**config.mk**
```make
export PLATFORM = sky130hd
export DESIGN_NAME = hex_dump_line_formatter_top_flat
export DESIGN_NICKNAME = d
export VERILOG_FILES = /design/src/hdl/hdlf_pkg.sv /design/src/hdl/hdlf_if.sv /design/src/hdl/hdlf_front.sv /design/src/hdl/hdlf_fifo.sv /design/src/hdl/hdlf_back.sv /design/src/hdl/hex_dump_line_formatter_top.sv /design/src/flat_wrapper.sv
export SDC_FILE = /design/constraint.sdc
export NUM_CORES = 1
export LEC_CHECK = 0
export BUFFER_PORTS_ARGS = -buffer_cell sky130_fd_sc_hd__buf_4
export CELL_PAD_IN_SITES_DETAIL_PLACEMENT = 0
export CELL_PAD_IN_SITES_GLOBAL_PLACEMENT = 1
export CORE_MARGIN = 2
export CORE_UTILIZATION = 50
export DETAILED_ROUTE_END_ITERATION = 8
export PLACE_DENSITY_LB_ADDON = 0.1
export RECOVER_POWER = 100
export SYNTH_ARGS = -nofsm -noshare
export SYNTH_HDL_FRONTEND = slang
export SYNTH_SLANG_ARGS = --single-unit
```
**constraint.sdc**
```tcl
create_clock -name clk_i -period 4.22 [get_ports clk_i]
set_input_delay 1.055 -clock clk_i [delete_from_list [all_inputs] [get_ports clk_i]]
set_output_delay 1.055 -clock clk_i [all_outputs]
set_load 0.03 [all_outputs]
```
**src/hdl/hdlf_pkg.sv**
```systemverilog
package hdlf_pkg;

  // Largest supported offset width in decimal digits.
  localparam int unsigned MaxDigits = 12;
  localparam int unsigned DigitIdxW = 4;

  localparam logic [7:0] CharNewline = 8'h0a;
  localparam logic [7:0] CharSpace   = 8'h20;
  localparam logic [7:0] CharZero    = 8'h30;
  localparam logic [7:0] CharLowerA  = 8'h61;

  typedef logic [3:0] bcd_t;

  // One queued request: the byte, whether a line header precedes it,
  // and the offset snapshot in BCD (digit 0 is least significant).
  typedef struct packed {
    logic [7:0]                 data_byte;
    logic                       header;
    logic [MaxDigits*4-1:0]     offset;
  } item_t;

  function automatic logic [7:0] hex_char(input logic [3:0] nib);
    logic [7:0] r;
    if (nib < 4'd10) begin
      r = CharZero + {4'h0, nib};
    end else begin
      r = CharLowerA + {4'h0, nib - 4'd10};
    end
    return r;
  endfunction

  function automatic logic [7:0] dec_char(input bcd_t d);
    return CharZero + {4'h0, d};
  endfunction

endpackage

```
**src/hdl/hdlf_if.sv**
```systemverilog
interface hdlf_in_if;
  logic       valid;
  logic       ready;
  logic [7:0] data_byte;
  logic       first_of_file;

  modport source (output valid, output data_byte, output first_of_file, input ready);
  modport sink   (input valid, input data_byte, input first_of_file, output ready);
endinterface

interface hdlf_out_if;
  logic       valid;
  logic       ready;
  logic [7:0] text_char;
  logic       last_char;

  modport source (output valid, output text_char, output last_char, input ready);
  modport sink   (input valid, input text_char, input last_char, output ready);
endinterface

```
**src/hdl/hdlf_front.sv**
```systemverilog
module hdlf_front #(
  parameter int unsigned BYTES_PER_LINE = 20,
  parameter int unsigned OFFSET_DIGITS  = 8
) (
  input  logic          clk_i,
  input  logic          rst_ni,
  hdlf_in_if.sink       in_i,
  input  logic          full_i,
  output logic          push_o,
  output hdlf_pkg::item_t item_o
);

  localparam int unsigned ColW = (BYTES_PER_LINE > 1) ? $clog2(BYTES_PER_LINE) : 1;
  localparam logic [ColW-1:0] ColLast = ColW'(BYTES_PER_LINE - 1);

  logic [ColW-1:0]   col_q, col_d, col_base;
  hdlf_pkg::bcd_t    dig_q [OFFSET_DIGITS];
  hdlf_pkg::bcd_t    dig_d [OFFSET_DIGITS];
  hdlf_pkg::bcd_t    dig_base [OFFSET_DIGITS];

  assign in_i.ready = !full_i;
  assign push_o     = in_i.valid && !full_i;

  always_comb begin
    logic carry;
    col_base = in_i.first_of_file ? '0 : col_q;
    col_d    = (col_base == ColLast) ? '0 : col_base + 1'b1;
    carry    = 1'b1;
    for (int i = 0; i < OFFSET_DIGITS; i++) begin
      dig_base[i] = in_i.first_of_file ? 4'd0 : dig_q[i];
      if (carry && dig_base[i] == 4'd9) begin
        dig_d[i] = 4'd0;
      end else begin
        dig_d[i] = dig_base[i] + {3'b000, carry};
        carry    = 1'b0;
      end
    end
  end

  always_comb begin
    item_o           = '0;
    item_o.data_byte = in_i.data_byte;
    item_o.header    = (col_base == '0);
    for (int i = 0; i < OFFSET_DIGITS; i++) begin
      item_o.offset[i*4 +: 4] = dig_base[i];
    end
  end

  always_ff @(posedge clk_i or negedge rst_ni) begin
    if (!rst_ni) begin
      col_q <= '0;
      for (int i = 0; i < OFFSET_DIGITS; i++) begin
        dig_q[i] <= 4'd0;
      end
    end else if (push_o) begin
      col_q <= col_d;
      for (int i = 0; i < OFFSET_DIGITS; i++) begin
        dig_q[i] <= dig_d[i];
      end
    end
  end

endmodule

```
**src/hdl/hdlf_fifo.sv**
```systemverilog
module hdlf_fifo (
  input  logic            clk_i,
  input  logic            rst_ni,
  input  logic            push_i,
  input  hdlf_pkg::item_t item_i,
  output logic            full_o,
  input  logic            pop_i,
  output logic            valid_o,
  output hdlf_pkg::item_t item_o
);

  localparam int unsigned Depth = 2;

  hdlf_pkg::item_t mem_q [Depth];
  logic            wr_q, wr_d;
  logic            rd_q, rd_d;
  logic [1:0]      cnt_q, cnt_d;

  assign full_o  = (cnt_q == 2'(Depth));
  assign valid_o = (cnt_q != 2'd0);
  assign item_o  = mem_q[rd_q];

  always_comb begin
    wr_d  = push_i ? ~wr_q : wr_q;
    rd_d  = pop_i  ? ~rd_q : rd_q;
    cnt_d = cnt_q + {1'b0, push_i} - {1'b0, pop_i};
  end

  always_ff @(posedge clk_i or negedge rst_ni) begin
    if (!rst_ni) begin
      wr_q  <= 1'b0;
      rd_q  <= 1'b0;
      cnt_q <= 2'd0;
    end else begin
      wr_q  <= wr_d;
      rd_q  <= rd_d;
      cnt_q <= cnt_d;
    end
  end

  always_ff @(posedge clk_i) begin
    if (push_i) begin
      mem_q[wr_q] <= item_i;
    end
  end

endmodule

```
**src/hdl/hdlf_back.sv**
```systemverilog
module hdlf_back #(
  parameter int unsigned OFFSET_DIGITS = 8
) (
  input  logic            clk_i,
  input  logic            rst_ni,
  input  logic            valid_i,
  input  hdlf_pkg::item_t item_i,
  output logic            pop_o,
  hdlf_out_if.source      out_o
);

  localparam int unsigned StepW = $clog2(OFFSET_DIGITS + 4);
  localparam logic [StepW-1:0] StepSpace = StepW'(OFFSET_DIGITS + 1);
  localparam logic [StepW-1:0] StepHi    = StepW'(OFFSET_DIGITS + 2);
  localparam logic [StepW-1:0] StepLo    = StepW'(OFFSET_DIGITS + 3);

  logic                         active_q, active_d;
  logic [StepW-1:0]             step_q, step_d, cur_step;
  logic                         emit;
  logic                         out_valid_q, out_valid_d;
  logic [7:0]                   text_q, text_d;
  logic                         last_q, last_d;
  logic [hdlf_pkg::DigitIdxW-1:0] sel;
  hdlf_pkg::bcd_t               digit;

  assign cur_step = active_q ? step_q : (item_i.header ? '0 : StepSpace);
  assign emit     = valid_i && (!out_valid_q || out_o.ready);
  assign pop_o    = emit && (cur_step == StepLo);

  assign sel   = hdlf_pkg::DigitIdxW'(OFFSET_DIGITS - 32'(cur_step));
  assign digit = item_i.offset[sel*4 +: 4];

  always_comb begin
    last_d = 1'b0;
    if (cur_step == '0) begin
      text_d = hdlf_pkg::CharNewline;
    end else if (cur_step == StepSpace) begin
      text_d = hdlf_pkg::CharSpace;
    end else if (cur_step == StepHi) begin
      text_d = hdlf_pkg::hex_char(item_i.data_byte[7:4]);
    end else if (cur_step == StepLo) begin
      text_d = hdlf_pkg::hex_char(item_i.data_byte[3:0]);
      last_d = 1'b1;
    end else begin
      text_d = hdlf_pkg::dec_char(digit);
    end
  end

  always_comb begin
    active_d    = active_q;
    step_d      = step_q;
    out_valid_d = out_o.ready ? 1'b0 : out_valid_q;
    if (emit) begin
      out_valid_d = 1'b1;
      if (cur_step == StepLo) begin
        active_d = 1'b0;
      end else begin
        active_d = 1'b1;
        step_d   = cur_step + 1'b1;
      end
    end
  end

  always_ff @(posedge clk_i or negedge rst_ni) begin
    if (!rst_ni) begin
      active_q    <= 1'b0;
      step_q      <= '0;
      out_valid_q <= 1'b0;
    end else begin
      active_q    <= active_d;
      step_q      <= step_d;
      out_valid_q <= out_valid_d;
    end
  end

  always_ff @(posedge clk_i) begin
    if (emit) begin
      text_q <= text_d;
      last_q <= last_d;
    end
  end

  assign out_o.valid     = out_valid_q;
  assign out_o.text_char = text_q;
  assign out_o.last_char = last_q;

endmodule

```
**src/hdl/hex_dump_line_formatter_top.sv**
```systemverilog
// Hex dump line formatter.
// in_i  : one request per data byte (data_byte, first_of_file), valid/ready.
// out_o : one ASCII character per transfer (text_char, last_char), valid/ready.
// Each byte yields " hh" (3 characters); a byte that starts a line, every
// BYTES_PER_LINE bytes or on first_of_file, is preceded by a newline and the
// byte offset as OFFSET_DIGITS zero-padded decimal digits (4 + OFFSET_DIGITS
// characters in all). last_char marks the low hex digit.
// The front stage counts the line column and the BCD offset and queues each
// request in a two-entry queue; the back stage emits one character per
// cycle from the queue head into a registered output unless the receiver stalls it.
// A request is written into the queue, and its first character is then
// registered into the output before it is valid on out_o.
// The single character output sets the pace: each byte takes 3 or
// 4 + OFFSET_DIGITS characters, about 3.45 on average at the defaults.
// in_i.ready drops only when the queue is full. When the receiver stalls the
// output character holds and the queue fills, then in_i stalls.
// Reset clears the offset, the line column, the queue and the output valid.
module hex_dump_line_formatter_top #(
  parameter int unsigned BYTES_PER_LINE = 20,
  parameter int unsigned OFFSET_DIGITS  = 8
) (
  input  logic        clk_i,
  input  logic        rst_ni,
  hdlf_in_if.sink     in_i,
  hdlf_out_if.source  out_o
);

  logic            push, full, pop, head_valid;
  hdlf_pkg::item_t push_item, head_item;

  hdlf_front #(
    .BYTES_PER_LINE (BYTES_PER_LINE),
    .OFFSET_DIGITS  (OFFSET_DIGITS)
  ) u_front (
    .clk_i  (clk_i),
    .rst_ni (rst_ni),
    .in_i   (in_i),
    .full_i (full),
    .push_o (push),
    .item_o (push_item)
  );

  hdlf_fifo u_fifo (
    .clk_i   (clk_i),
    .rst_ni  (rst_ni),
    .push_i  (push),
    .item_i  (push_item),
    .full_o  (full),
    .pop_i   (pop),
    .valid_o (head_valid),
    .item_o  (head_item)
  );

  hdlf_back #(
    .OFFSET_DIGITS (OFFSET_DIGITS)
  ) u_back (
    .clk_i   (clk_i),
    .rst_ni  (rst_ni),
    .valid_i (head_valid),
    .item_i  (head_item),
    .pop_o   (pop),
    .out_o   (out_o)
  );

endmodule

```
**src/flat_wrapper.sv**
```systemverilog
// flat-port wrapper written by rule: the top's interface ports become plain ports
module hex_dump_line_formatter_top_flat 
#(
  parameter int unsigned BYTES_PER_LINE = 20,
  parameter int unsigned OFFSET_DIGITS  = 8
)
  (clk_i, rst_ni, in_i_valid, in_i_data_byte, in_i_first_of_file, in_i_ready, out_o_valid, out_o_text_char, out_o_last_char, out_o_ready);
  hdlf_in_if in_i_i ();
  hdlf_out_if out_o_i ();
  input  logic clk_i;
  input  logic rst_ni;
  input wire logic [$bits(in_i_i.valid)-1:0] in_i_valid;
  input wire logic [$bits(in_i_i.data_byte)-1:0] in_i_data_byte;
  input wire logic [$bits(in_i_i.first_of_file)-1:0] in_i_first_of_file;
  output wire logic [$bits(in_i_i.ready)-1:0] in_i_ready;
  output wire logic [$bits(out_o_i.valid)-1:0] out_o_valid;
  output wire logic [$bits(out_o_i.text_char)-1:0] out_o_text_char;
  output wire logic [$bits(out_o_i.last_char)-1:0] out_o_last_char;
  input wire logic [$bits(out_o_i.ready)-1:0] out_o_ready;
  assign in_i_i.valid = in_i_valid;
  assign in_i_i.data_byte = in_i_data_byte;
  assign in_i_i.first_of_file = in_i_first_of_file;
  assign in_i_ready = in_i_i.ready;
  assign out_o_valid = out_o_i.valid;
  assign out_o_text_char = out_o_i.text_char;
  assign out_o_last_char = out_o_i.last_char;
  assign out_o_i.ready = out_o_ready;
  hex_dump_line_formatter_top #(.BYTES_PER_LINE(BYTES_PER_LINE), .OFFSET_DIGITS(OFFSET_DIGITS)) u_core (.clk_i(clk_i), .rst_ni(rst_ni), .in_i(in_i_i), .out_o(out_o_i));
endmodule
```
==> impl_metrics.yaml, run 1 <==
outcome:
  status: "finished, violations left"
  violations: "max-capacitance violations, max-slew violations"
clock_network:
  cts_setup_buffers: 0
  htreeDepth: 4
  holdBufCountCts: 0
  cts_resized: 0
  cts_sinks: 137
  insertion_delay_ps: 420
  path_clk_slew_ps: 60
  cts_tree: "built"
  cts_buffers: 17
  root_buffer: "clkbuf_16"
  cts_buffer_depth: 2
yosys:
  yosysUniqueCellTypes: 72
  netlist_area_um2: 7010
  seq_area_frac_synth_pct: 55.3
  postSynthCellCount: 628
  synthesis.nets: 669
  synth_seq_cells: 137
  async_flop_share_pct: 34.3
  synth.avg_cell_area_um2: 11.2
  synthTopCellsByArea: "edfxtp_1, dfrtp_1, ha_1"
  yosysTopAreaCellShare_pct: 38.6
  synth_ff_type: "edfxtp_1"
  synth_warnings: 0
  synth.largest_area_cell: "edfxtp_1"
  synth_edf_count: 90
global_routing:
  grt_pass1_wl_mm: 23.8
  grt_start_max_net_pins: 53
  antenna_found_initial: 0
  grt_overflow: 0
  grt_pass1_vias: 4553
  gr-usage-all-layers_pct: 20.9
placement:
  post-place-ws_ps: 641
  dp_cells: 802
  io_buffers: 22
  dp_hpwl_mm: 9.92
  gp_congestion: 0.786
layout:
  layout_common_cells: "edfxtp_1, nand2_1, dfrtp_1"
  final_nets: 682
  final_common_cell: "edfxtp_1"
  area_growth_pct: 10.6
  diodes: 0
  drive_above_1_share_pct: 8.10
  instances_no_fill: 834
timing:
  fin_crit_ps: 3720
  rsz0062_at_grt: "no"
  fin_hold_ws_ps: 487
  fmax_ghz: 0.269
  relSlewSlack_pct: -80.7
  drv_slew: 179
  worstMarginPinSlew_ps: 2710
  tns_ps: 0
  fin_ws_ps: 501
  finClkSkew_ps: 7.52
  hold_viol_final: 0
  finalCritPeriodShare_pct: 88.1
  setup-violations-final: 0
hold_path:
  hold_path.class: "flop to flop"
drt:
  routedWlPerCell_um: 17.5
  vias_per_cell: 5.79
  ant_nets: 0
  vias: 4826
  drt_iter0_drc: 367
  first_pass_iters: 5
  routed_wirelength_mm: 14.6
  route.detailed.drc: 0
floorplan:
  initial_utilization_pct: 50.9
  die_w_um: 122
  rows: 43
  core_area_um2: 13800
  ios: 24
  design.die.area_um2: 15000
  dieHeight_um: 122
critical_path:
  endpoint_kind: "flop"
  critical_path.max_fanout: 12
  crit_required_ps: 4490
  cp.arrival_ps: 3990
  path_class: "flop to flop"
  cp-start-kind: "flop"
pwr:
  p_per_area_nw_per_um2: 697
  leakage_nw: 3.06
  peakVddDrop_v: 0.000347
job:
  cap_violations: 4
-- layer usage --
metal | up-vias | global-route usage (%) | share of wire, %
li1 | 2366 | - | -
met3 | 7 | 4.51 | 3.2
met2 | 88 | 34.0 | 49
met5 | - | 0 | 0
met4 | 0 | 5.68 | 0.77
met1 | 2365 | 28.4 | 47
-- cells in the mapped netlist, types with 3 or more instances --
master and instances:
mux2i_1 5, nand2b_1 10, nand2_1 55, nor3b_1 6, nand4_1 4, buf_2 4, a22oi_1 5, o31ai_1 3
buf_4 4, dfrtp_1 47, nor2_1 26, o22ai_1 6, nor2b_1 32, xor2_1 10, o21ai_0 38, o2111ai_1 6
inv_1 28, and3_1 4, ha_1 28, xnor2_1 13, clkbuf_1 17, mux2_2 5, a22o_1 17, nor3_1 13
buf_1 5, nand3b_1 7, a31oi_1 21, o211ai_1 3, a21oi_1 33, nand3_1 30, edfxtp_1 90
-- layout make-up --
| type | count | area (µm²) |
|---|---|---|
| multi-input cells | 430 | 2850 |
| well taps | 180 | 225 |
| clock inverters | 13 | 120 |
| inverters | 29 | 109 |
| fillers | 1238 | 6020 |
| repair buffers | 26 | 139 |
| clock buffers | 19 | 433 |
| flip-flops and latches | 137 | 3880 |
-- flip-flops by register name (all words and copies together), names as in the netlist, 2 cells and up --
name                           count
u_core.u_front.dig_q              32
u_core.u_back.out_o.text_char      7
u_core.u_fifo.mem_q               82
u_core.u_front.col_q               5
u_core.u_fifo.cnt_q                2
u_core.u_back.step_q               4
-- critical path, cell delays in order (launching register included) --
cell and delay [ps]:
edfxtp_1 430, mux2_1 360, o21ai_2 460, inv_1 350
ha_1 340, a21bo_4 210, and2_0 230, o311ai_0 160
a311o_1 370, or4_1 540, a21oi_1 130
-- stage by stage --
step	instance area [µm²]	power [mW]	util, %
after floorplan	7010	3.56	-
after CTS	7840	5.49	56.9
final	7750	5.41	56.3
after global routing	7750	5.76	56.3
after detailed placement	7280	4.09	52.9
after global placement	7280	4.04	52.9
-- cell families after synthesis --
group           Yosys count  share of synthesized area [%]
compound gates          159                           15.0
flops                   137                           55.3
mux                      12                           2.05
xor+xnor                 23                           2.87
other cells               1                         0.0535
simple gates            207                           16.0
buf+inv                  61                           3.77
fa+ha+maj                28                           5.00
-- report_power, final --
part / total (mW) / internal, mW / switching (mW)
clock network: 1.38 / 0.813 / 0.572
logic: 2.03 / 0.700 / 1.33
registers: 2.00 / 1.83 / 0.168
total: 5.41 / 3.34 / 2.07
-- final timing paths --
check	start	endpoint	slack, ps	depth (start not counted)
worst min register to register	u_core.u_front.dig_q[20]	u_core.u_front.dig_q[20]	490	2
worst max register to register	u_core.u_fifo.mem_q[0][32]	u_core.u_back.out_o.text_char[3]	500	10
max in group asynchronous	rst_ni	u_core.u_front.dig_q[3]	1170	1
worst max-delay path	u_core.u_fifo.mem_q[0][32]	u_core.u_back.out_o.text_char[3]	500	10
worst min-delay path	u_core.u_front.dig_q[20]	u_core.u_front.dig_q[20]	490	2
min in group asynchronous	rst_ni	u_core.u_back.out_o.valid	1480	1
(Power assumes the default switching activity.)
==> run 2: changes to the inputs <==
--- a/config.mk
+++ b/config.mk
@@ -11,7 +11,7 @@
 export CORE_MARGIN = 2
 export CORE_UTILIZATION = 50
 export DETAILED_ROUTE_END_ITERATION = 8
-export PLACE_DENSITY_LB_ADDON = 0.1
+export PLACE_DENSITY_LB_ADDON = 0.12
 export RECOVER_POWER = 100
 export SYNTH_ARGS = -nofsm -noshare
 export SYNTH_HDL_FRONTEND = slang
==> impl_metrics.yaml, run 2 (same netlist as run 1, synthesis figures left out) <==
job:
  cap_violations: 4
drt:
  wl_met2_mm: 7.12
  top_layer: "met4"
  first_pass_iters: 5
  vias_per_cell: 5.80
  vias: 4847
  route.detailed.drc: 0
  routed_wirelength_mm: 14.7
  wl_met3_um: 468
  drt_iter0_drc: 331
  routedWlPerCell_um: 17.6
  wl_met1_mm: 6.93
  ant_nets: 0
timing:
  finalCritPeriodShare_pct: 87.8
  rsz0062_at_grt: "no"
  worstMarginPinSlew_ps: 2750
  relSlewSlack_pct: -83.5
  fmax_ghz: 0.270
  finClkSkew_ps: 4.74
  hold_viol_final: 0
  tns_ps: 0
  fin_ws_ps: 513
  setup-violations-final: 0
  fin_crit_ps: 3710
  drv_slew: 179
global_routing:
  antenna_found_initial: 0
  gr-usage-all-layers_pct: 21.0
  grt_overflow: 0
  grt_pass1_vias: 4722
  grt_pass1_wl_mm: 24.1
  grt_start_max_net_pins: 53
floorplan:
  design.die.area_um2: 15000
  ios: 24
  initial_utilization_pct: 50.9
  core_area_um2: 13800
  dieHeight_um: 122
  rows: 43
  die_w_um: 122
placement:
  io_buffers: 22
  post-place-ws_ps: 580
  gp_congestion: 0.792
  dp_hpwl_mm: 9.99
layout:
  final_nets: 684
  layout_common_cells: "edfxtp_1, nand2_1, dfrtp_1"
  final_common_cell: "edfxtp_1"
  n_fill_cell: 1170
  drive_above_1_share_pct: 8.54
  area_growth_pct: 12.1
  diodes: 0
  regMostFlops: "u_core.u_fifo.mem_q"
  fin_util_pct: 57.1
  largest_reg_flops: 82
clock_network:
  cts_sinks: 137
  path_clk_slew_ps: 60
  cts_tree: "built"
  insertion_delay_ps: 410
  cts_buffer_depth: 2
  holdBufCountCts: 0
  cts_setup_buffers: 0
  htreeDepth: 4
  cts_buffers: 17
  cts_resized: 0
  root_buffer: "clkbuf_16"
critical_path:
  path_class: "flop to flop"
  crit_slowest_cell: "or4_1"
  crit_required_ps: 4490
  reg2reg_depth: 10
  crit_start: "u_core.u_fifo.mem_q[0][32]"
  critPathBufInv: 1
  cp-start-kind: "flop"
  timing.rr.start: "u_core.u_fifo.mem_q[0][32]"
  critical_path.max_stage_delay_ps: 540
  r2r_end: "u_core.u_back.out_o.text_char[3]"
  cp.arrival_ps: 3980
  path_cells: "mux2_1, o21ai_2, inv_1, ha_1, a21bo_4, and2_0, o311ai_0, a311o_1, or4_1, a21oi_1"
  critical_path.max_fanout: 12
  r2r_slack_ps: 510
  endpoint_kind: "flop"
  path_delay_family: "compound AO/OA/AOI/OAI gates"
outcome:
  status: "finished, violations left"
  violations: "max-capacitance violations, max-slew violations"
pwr:
  peakVddDrop_v: 0.000294
  leakage_nw: 3.13
  p_per_area_nw_per_um2: 718
hold_path:
  hold_start: "u_core.u_front.dig_q[20]"
  hold_path.class: "flop to flop"
  holdPathEnd: "u_core.u_front.dig_q[20]"
  min_path_cells: 2
==> run 2: cell count changes in the layout (fill, tap and decap cells not counted), sizes merged <==
cell      delta
bufinv       +4
buf          +2
inv          -3
clkinv       +2
clkinvlp     -3
==> run 2: through the flow <==
| step | total power [mW] | cell area (µm²) | std cells | hold WS (ps) |
|---|---|---|---|---|
| after detailed placement | 4.10 | 7300 | 804 | 470 |
| after CTS | 5.72 | 7940 | 836 | 483 |
| after floorplan | 3.56 | 7010 | 628 | 442 |
| after global placement | 4.06 | 7300 | 804 | 455 |
| final | 5.65 | 7860 | 836 | 481 |
| after global routing | 6.01 | 7860 | 836 | 530 |
==> run 2: worst max path at each step <==
stage | endpoint | slack (ps) | depth (start not counted)
3_3_place_gp | u_core.u_front.dig_q[15] | 640 | 11
4_1_cts | u_core.u_back.out_o.text_char[3] | 650 | 10
3_5_place_dp | u_core.u_front.dig_q[10] | 580 | 11
5_1_grt | u_core.u_back.out_o.text_char[3] | 270 | 10
2_1_floorplan | u_core.u_fifo.mem_q[0][0] | 480 | 4
6_report | u_core.u_back.out_o.text_char[3] | 510 | 10
==> run 2: worst register-to-register path, delay by kind of cell (launching register included) <==
family                     cells  cell delay, ps
AOI/OAI and AO/OA              5            1310
and+or+nand+nor                2             770
DFF                            1             420
muxes                          1             370
buffers and inverters          1             350
adders and majority gates      1             340
==> run 2: report_power, final <==
group | switching, mW | internal [mW]
Sequential | 0.168 | 1.83
Combinational | 1.34 | 0.709
Clock | 0.546 | 1.06
Total | 2.05 | 3.60
==> run 2: routing by layer <==
| metal | vias up | GRT usage (%) |
|---|---|---|
| li1 | 2360 | - |
| met1 | 2377 | 28.2 |
| met2 | 93 | 33.9 |
| met3 | 17 | 4.51 |
| met4 | 0 | 7.54 |
| met5 | - | 0 |
==> run 2: layout make-up <==
type	instances	area, µm²	area share, %
inverter	29	109	1.38
multi-input combinational	430	2850	36.2
clock inverter	13	201	2.56
sequential	137	3880	49.3
timing repair buffer	28	154	1.96
clock buffer	19	443	5.64
tap	180	225	2.87
==> run 3: changes to the inputs <==
--- a/config.mk
+++ b/config.mk
@@ -9,7 +9,7 @@
 export CELL_PAD_IN_SITES_DETAIL_PLACEMENT = 0
 export CELL_PAD_IN_SITES_GLOBAL_PLACEMENT = 1
 export CORE_MARGIN = 2
-export CORE_UTILIZATION = 50
+export CORE_UTILIZATION = 45
 export DETAILED_ROUTE_END_ITERATION = 8
 export PLACE_DENSITY_LB_ADDON = 0.12
 export RECOVER_POWER = 100
==> impl_metrics.yaml, run 3 (same netlist as run 1, synthesis figures left out) <==
critical_path:
  path_delay_family: "compound AO/OA/AOI/OAI gates"
  cp.arrival_ps: 3760
  critPathBufInv: 1
  path_class: "flop to flop"
  critical_path.max_fanout: 12
  path_cells: "mux2_1, o21ai_2, inv_1, ha_1, a21bo_1, and2_0, o311ai_0, a311o_1, or4_1, a21oi_1"
  critical_path.max_stage_delay_ps: 520
  crit_slowest_cell: "or4_1"
  endpoint_kind: "flop"
  crit_required_ps: 4500
  cp-start-kind: "flop"
timing:
  drv_slew: 126
  setup-violations-final: 0
  rsz0062_at_grt: "no"
  hold_viol_final: 0
  worstMarginPinSlew_ps: 2590
  fin_crit_ps: 3480
  relSlewSlack_pct: -72.6
  finClkSkew_ps: 5.20
  finalCritPeriodShare_pct: 82.6
  fmax_ghz: 0.287
  tns_ps: 0
  fin_hold_ws_ps: 475
layout:
  drive_above_1_share_pct: 8.08
  final_common_cell: "edfxtp_1"
  regMostFlops: "u_core.u_fifo.mem_q"
  area_growth_pct: 11.0
  n_fill_cell: 1335
  largest_reg_flops: 82
  final_nets: 684
  layout_common_cells: "edfxtp_1, nand2_1, dfrtp_1"
  diodes: 0
outcome:
  violations: "max-capacitance violations, max-slew violations"
  status: "finished, violations left"
clock_network:
  cts_tree: "built"
  insertion_delay_ps: 420
  root_buffer: "clkbuf_16"
  cts_resized: 0
  holdBufCountCts: 0
  path_clk_slew_ps: 60
  cts_setup_buffers: 0
  cts_buffer_depth: 2
  htreeDepth: 4
  cts_sinks: 137
  cts_buffers: 17
global_routing:
  grt_start_max_net_pins: 53
  grt_pass1_wl_mm: 25.1
  gr-usage-all-layers_pct: 19.6
  antenna_found_initial: 0
  grt_overflow: 0
  grt_pass1_vias: 4870
floorplan:
  core_area_um2: 15200
  design.die.area_um2: 16600
  die_w_um: 129
  dieHeight_um: 129
  initial_utilization_pct: 46.1
  ios: 24
  rows: 45
drt:
  first_pass_iters: 5
  vias: 4871
  route.detailed.drc: 0
  drt_iter0_drc: 288
  vias_per_cell: 5.77
  routedWlPerCell_um: 18.1
  ant_nets: 0
  routed_wirelength_mm: 15.3
placement:
  dp_hpwl_mm: 10.2
  io_buffers: 22
  gp_congestion: 0.806
job:
  cap_violations: 3
pwr:
  peakVddDrop_v: 0.000328
  leakage_nw: 3.09
  p_per_area_nw_per_um2: 705
hold_path:
  hold_path.class: "flop to flop"
-- run 3: area by class of cell --
type | instances | area [µm²] | share of cell area (%)
multi-input combinational | 430 | 2840 | 36.5
clock inverter | 10 | 104 | 1.34
inverter | 29 | 109 | 1.40
clock buffer | 22 | 454 | 5.84
tap | 188 | 235 | 3.02
timing repair buffer | 28 | 154 | 1.98
sequential | 137 | 3880 | 49.9
-- run 3: through the flow --
stage                     setup slack (ps)  util, %  instances  total power [mW]  cell area, µm²
after floorplan                        481        -        628              3.56            7010
final                                  736     51.2        844              5.48            7780
after detailed placement               682     48.1        812              4.14            7310
after global routing                   448     51.2        844              5.84            7780
after CTS                              929     51.8        844              5.57            7870
after global placement                 748     48.1        812              4.10            7310
-- run 3: final timing paths --
check	startpoint	end	slack, ps	cells past startpoint
max	u_core.u_fifo.mem_q[0][32]	u_core.u_back.out_o.text_char[3]	740	10
min	u_core.u_front.dig_q[20]	u_core.u_front.dig_q[20]	480	2
max reg2reg	u_core.u_fifo.mem_q[0][32]	u_core.u_back.out_o.text_char[3]	740	10
min reg2reg	u_core.u_front.dig_q[20]	u_core.u_front.dig_q[20]	480	2
max in group asynchronous	rst_ni	u_core.u_front.dig_q[1]	3090	1
min in group asynchronous	rst_ni	u_core.u_back.out_o.valid	660	1
-- run 3: power breakdown --
| group | switching, mW | leakage, nW | internal [mW] |
|---|---|---|---|
| registers | 0.165 | 1.47 | 1.83 |
| logic | 1.37 | 1.34 | 0.703 |
| clock network | 0.541 | 0.271 | 0.876 |
| total | 2.08 | 3.09 | 3.41 |
-- run 3: worst register-to-register path: cells and delay by family (launching register included) --
family	cells	cell delay [ps]
adders and majority gates	1	270
AOI/OAI and AO/OA	5	1370
and+or+nand+nor	2	780
DFF	1	420
buffers and inverters	1	140
muxes	1	360
-- run 3: layer usage --
metal  part of all wire (%)  track usage, %  up-vias
met4                    1.5            7.54        0
met5                      0               0        -
met1                     48            26.6     2398
met3                    2.8            3.49       18
met2                     48            31.6       88
li1                       -               -     2367
